**config.mk**
```make
export PLATFORM = sky130hd
export DESIGN_NAME = lkdw_ram
export DESIGN_NICKNAME = d
export VERILOG_FILES = /design/src/rtl/lkdw_ram.sv
export SDC_FILE = /design/constraint.sdc
export NUM_CORES = 1
export LEC_CHECK = 0
export BUFFER_PORTS_ARGS = -buffer_cell sky130_fd_sc_hd__buf_2
export CORE_MARGIN = 2
export CORE_UTILIZATION = 60
export CTS_CLUSTER_DIAMETER = 200
export CTS_CLUSTER_SIZE = 12
export DETAILED_ROUTE_END_ITERATION = 7
export GPL_ROUTABILITY_DRIVEN = 0
export GPL_TIMING_DRIVEN = 0
export PLACE_DENSITY = 0.78
export SYNTH_ARGS = -nofsm -noshare
export SYNTH_HDL_FRONTEND = slang
export SYNTH_SLANG_ARGS = --single-unit
```
**constraint.sdc**
```tcl
create_clock -name i_clk -period 4.75 [get_ports i_clk]
set_input_delay 0.475 -clock i_clk [delete_from_list [all_inputs] [get_ports i_clk]]
set_output_delay 0.475 -clock i_clk [all_outputs]
set_load 0.02 [all_outputs]
```
**src/rtl/lkdw_ram.sv**
```systemverilog
// Generic single-clock RAM, one write port and one registered read port.
`default_nettype none

module lkdw_ram #(
    parameter int WIDTH = 8,
    parameter int DEPTH = 16
) (
    input  wire                     i_clk,
    input  wire                     i_wr_en,
    input  wire [$clog2(DEPTH)-1:0] i_wr_addr,
    input  wire [WIDTH-1:0]         i_wr_data,
    input  wire                     i_rd_en,
    input  wire [$clog2(DEPTH)-1:0] i_rd_addr,
    output logic [WIDTH-1:0]        o_rd_data
);

    logic [WIDTH-1:0] r_mem [DEPTH];

    always_ff @(posedge i_clk) begin
        if (i_wr_en) begin
            r_mem[i_wr_addr] <= i_wr_data;
        end
        if (i_rd_en) begin
            o_rd_data <= r_mem[i_rd_addr];
        end
    end

endmodule

`default_nettype wire
```
## Yosys cells after proc, flatten, opt, wreduce, memory -nomap -nowiden

Memory sizes are Yosys's and may differ from the RTL's. A register that Yosys moved wholly into a read port is not among the register bits.
Cells that the tools add are included.

- Muxes and demuxes: 2

Operators by type and width:

| cell | number |
|---|---|
| $mux W1 | 2 |

- Flip-flop bits (word level): 0
- RAM bits: 128
- Input port bits: 19
- Memories: 1

Memories:

| memory | words | width | rd ports | clocked after memory_dff | wr ports | RTL line | RTL |
|---|---|---|---|---|---|---|---|
| r_mem | 16 | 8 | 1 | 1 | 1 | 17 | `logic [WIDTH-1:0] r_mem [DEPTH];` |

## Logic depth before layout (Yosys ltp)

- Depth after elaboration: 2
- Gate-level depth with buffers: 5
- Depth with buffers taken out: 3

## Least setup slack after synthesis

Ideal clock, no wire load.

- Path kind: input port to flip-flop
- Start: in i_wr_addr[2]
- End: mem r_mem[0][0] (enable)
- Data arrival time: 1585 ps
- Data required time: 4367 ps
- Slack: 2782 ps
- Stages on the path: 2
- Path through: or3b_2 nor3_1

RTL lines:

| element | RTL line | RTL |
|---|---|---|
| from (decl) | 10 | `input wire [$clog2(DEPTH)-1:0] i_wr_addr,` |
| to (decl) | 17 |  |

Straight into the memory's write port.

## Final worst setup path

- Start: in i_wr_addr[2]
- End: mem r_mem[0][4] (enable)

Straight into the memory's write port.

==> results.md <==
- The gate count of the mapped netlist is 229.
- The deepest clock path buffer count is 2.
- The clock transition at the register clock pins on the worst setup and hold paths after CTS is 60 ps.
- The final antenna-violating net count is 0.
- The total setup buffers inserted after CTS is 0.
- The synthesized netlist net count is 248.
- The length of routed met3 wiring is 822 um.
- The async set or reset register ratio after synthesis is 0.
- The total half-perimeter wirelength after legalization and detailed placement is 5.814 mm.
- STA puts the critical path data required time at 4960 ps.
- After the first detailed-routing iteration, the DRC count stood at 395.
- The pin slew with the least headroom to its limit is 1228 ps.
- Of the cells placed in the final design, the portion with a size suffix greater than 1 is 0.3031.
- The largest total area in the synthesized netlist belongs to sky130_fd_sc_hd__edfxtp_1.
- Entering global routing, the biggest net connects 17 pins.
- The hold violation total from the final report came to 0.
- The number of antenna diodes in the final layout is 0.
- The number of cells on the worst reg-to-reg path is 3.
- The total of cells resized after clock tree synthesis is 0.
- The origin of the critical flop-to-flop path is r_mem[1][0].
- The total length of routed met2 wires is 4.877 mm.
- The chip height is 97.34 um.
- The post-synthesis sequential element count is 136.
- On the final layout, the worst hold slack is 311.6 ps.
- The number of synthesized flops with an enable pin is 136.
- The number of CTS-inserted buffers is 17.
- The placed instance count is 362.
- In this run the power density over the cells is 471.5 mW/mm^2.
- The DRC violation count after routing is 0.
- In this run the cell area measured after placement is 0.005488 mm^2.
- Sorting the synthesized cells by area gives the leading types as sky130_fd_sc_hd__edfxtp_1 (78%), sky130_fd_sc_hd__mux4_2 (7.8%), sky130_fd_sc_hd__mux4_1 (7.0%), sky130_fd_sc_hd__a22oi_1 (2.3%), sky130_fd_sc_hd__nor2_1 (0.93%).
- The post-layout minimum cycle time is 1715 ps.
- The average cell area after synthesis is 22.83 um^2.
- Max-cap violations in this run came to 0.
- The number of iterations in the first detailed-routing pass is 5.
- The final non-filler cell total is 395.
- The tightest min-delay check is of the input pin to flip-flop type.
- Along the worst path, the maximum fanout reaches 5.
- Setup violations remaining at the end of the flow were counted as 0.
- The routed length per placed instance is 24.95 um.
- The maximum vdd drop is 0.3360 mV.
- For this run the aggregate overflow at the end of global routing stands at 0.
- Counting every sink on the clock net gives 136.
- Setup repair after global routing left no endpoint under its margin.
- On the final layout, the worst clock skew is 6.994 ps.
- The average vias per placed instance is 6.319.
- Yosys mapped the design onto 18 distinct sky130hd cell types.
- The via count is 2496.
- The flow ran to the end, and the final reports show no timing, DRC or antenna violations.
- The hold path depth is 1.
- The most used flip-flop cell after synthesis is sky130_fd_sc_hd__edfxtp_1.
- The worst register-to-register path ends at o_rd_data[0].
- In this run the top signal layer used is met4.
- The number of max-slew violations in the final report is 0.
- The worst slew margin relative to its limit is 0.1753.
- 27 I/O pins were placed.
- The setup TNS after final layout is 0 ps.
- The via count of the first global-routing pass is 2461.
- The first global-routing pass estimated 14.74 mm of wire.
- The power after layout is 2.891 mW.
- The initial antenna violation count is 0.
- The startpoint of the tightest hold check path is i_rd_en.
- The signed area change from the synthesized netlist to the final layout is 17.28%.
- Of the post-synthesis cell area, the dominant cell type holds 0.7812.
- STA classifies the critical path endpoint as a flip-flop.
- The cell area that synthesis handed to floorplanning was 0.005228 mm^2.
- Dividing the final minimum period by the clock period gives 0.3610.
- The wire length on met1 is 4.030 mm.
- The most instantiated library cell after synthesis is sky130_fd_sc_hd__edfxtp_1.
- Once layout is done, the placed cells without fillers occupy 0.006131 mm^2.
- The die is 97.34 um wide.
- The critical path is of the input pin to flip-flop type.
- Data on the critical path arrives at its endpoint at 1930 ps.
- The reg-to-reg setup timing slack is 3130 ps.
- For hold timing, the worst endpoint is o_rd_data[2].
- For the worst-skew pair, the clock arrives at the later sink with an insertion delay of 510 ps.
- The count of nets after finishing is 293.
- The global-route usage over all layers is 0.2228.
- The cell at the root of the clock tree is sky130_fd_sc_hd__clkbuf_8.
- In the synthesized netlist, the cells that appear most often are sky130_fd_sc_hd__edfxtp_1 (136), sky130_fd_sc_hd__mux4_2 (18), sky130_fd_sc_hd__a22oi_1 (16).
- In this run the number of H-tree levels came out at 4.
- After floorplanning, the core was sized to cover 0.008593 mm^2.
- The TritonCTS clock tree is done.
- The die area is 0.009475 mm^2.
- The initial standard-cell utilization of the core is 0.6083.
- Buffers placed on the I/O ports in this run total 25.
- The number of buffers inserted for hold repair after clock tree synthesis is 0.
- The share of the Yosys chip area taken by registers is 0.7812.
- The reported leakage power is 2.068 nW.
- Wires add up to 9.857 mm.
- The worst setup path is launched from an input pin.
- Derived from the worst setup path, the maximum achievable clock frequency is 583.2 MHz.
- The count of synthesis-stage warnings from yosys is 0.
- The number of standard-cell rows in the floorplan is 34.
cells in the final DEF, fill, tap and decap left out:
cell type,n
sky130_fd_sc_hd__nand3b_1,2
sky130_fd_sc_hd__a22oi_1,16
sky130_fd_sc_hd__bufinv_16,5
sky130_fd_sc_hd__clkinvlp_4,2
sky130_fd_sc_hd__edfxtp_1,136
sky130_fd_sc_hd__and2b_1,1
sky130_fd_sc_hd__clkinv_2,3
sky130_fd_sc_hd__or3b_2,1
sky130_fd_sc_hd__nor2_1,13
sky130_fd_sc_hd__clkbuf_16,16
sky130_fd_sc_hd__clkinv_4,2
sky130_fd_sc_hd__nand2_1,9
sky130_fd_sc_hd__clkdlybuf4s25_2,3
sky130_fd_sc_hd__inv_6,3
sky130_fd_sc_hd__nand3_1,1
sky130_fd_sc_hd__buf_6,3
sky130_fd_sc_hd__clkbuf_8,1
sky130_fd_sc_hd__mux4_2,18
sky130_fd_sc_hd__nor2b_1,1
sky130_fd_sc_hd__nor3_1,4
sky130_fd_sc_hd__and2_1,1
sky130_fd_sc_hd__buf_2,29
sky130_fd_sc_hd__nand2b_1,2
sky130_fd_sc_hd__buf_4,1
sky130_fd_sc_hd__mux4_1,14
how the worst max path moves through the flow:
stage / startpoint / endpoint
3_5_place_dp: i_wr_addr[2] / r_mem[0][7]
3_3_place_gp: i_wr_addr[2] / r_mem[0][7]
2_1_floorplan: i_wr_addr[2] / r_mem[0][0]
6_report: i_wr_addr[2] / r_mem[0][4]
5_1_grt: i_wr_addr[2] / r_mem[0][0]
4_1_cts: i_wr_addr[2] / r_mem[0][2]
state kept, by name, indices dropped and copies added, names as in the netlist:
register,cells
o_rd_data,8
r_mem,128
worst max-delay path, stage by stage:
cell and delay, ps:
sky130_fd_sc_hd__buf_2 120, sky130_fd_sc_hd__or3b_2 540, sky130_fd_sc_hd__nor3_1 500, sky130_fd_sc_hd__buf_2 300
where the power goes:
group	internal [mW]	switching (mW)	total [mW]
Combinational	0.0522	0.0808	0.133
Sequential	1.35	0.00637	1.36
Clock	0.908	0.491	1.40
layout make-up:
class	count	area, um^2
Timing Repair Buffer	26	130.1
Clock buffer	17	414.1
Buffer	10	86.33
Multi-Input combinational cell	83	1057
Fill cell	480	2462
Sequential cell	136	4084
Clock inverter	15	224.0
Tap cell	108	135.1
cells by family after synthesis:
group	after synthesis	share of synthesized area
simple gates	35	0.03136
flops	136	0.7812
buf+inv	10	0.01651
mux	32	0.1479
compound gates	16	0.02298
routing by layer:
metal	track usage	vias up
li1	-	1071
met1	0.3298	1254
met2	0.3371	155
met3	0.05324	16
met4	0.07585	0
met5	0	-
through the flow:
step	util	setup WS (ps)
floorplan	-	2782
finish	0.7135	3035
CTS	0.7129	2733
global route	0.7135	2961
detailed placement	0.6386	2215
global placement	0.6386	2244
(Power assumes the default switching activity.)
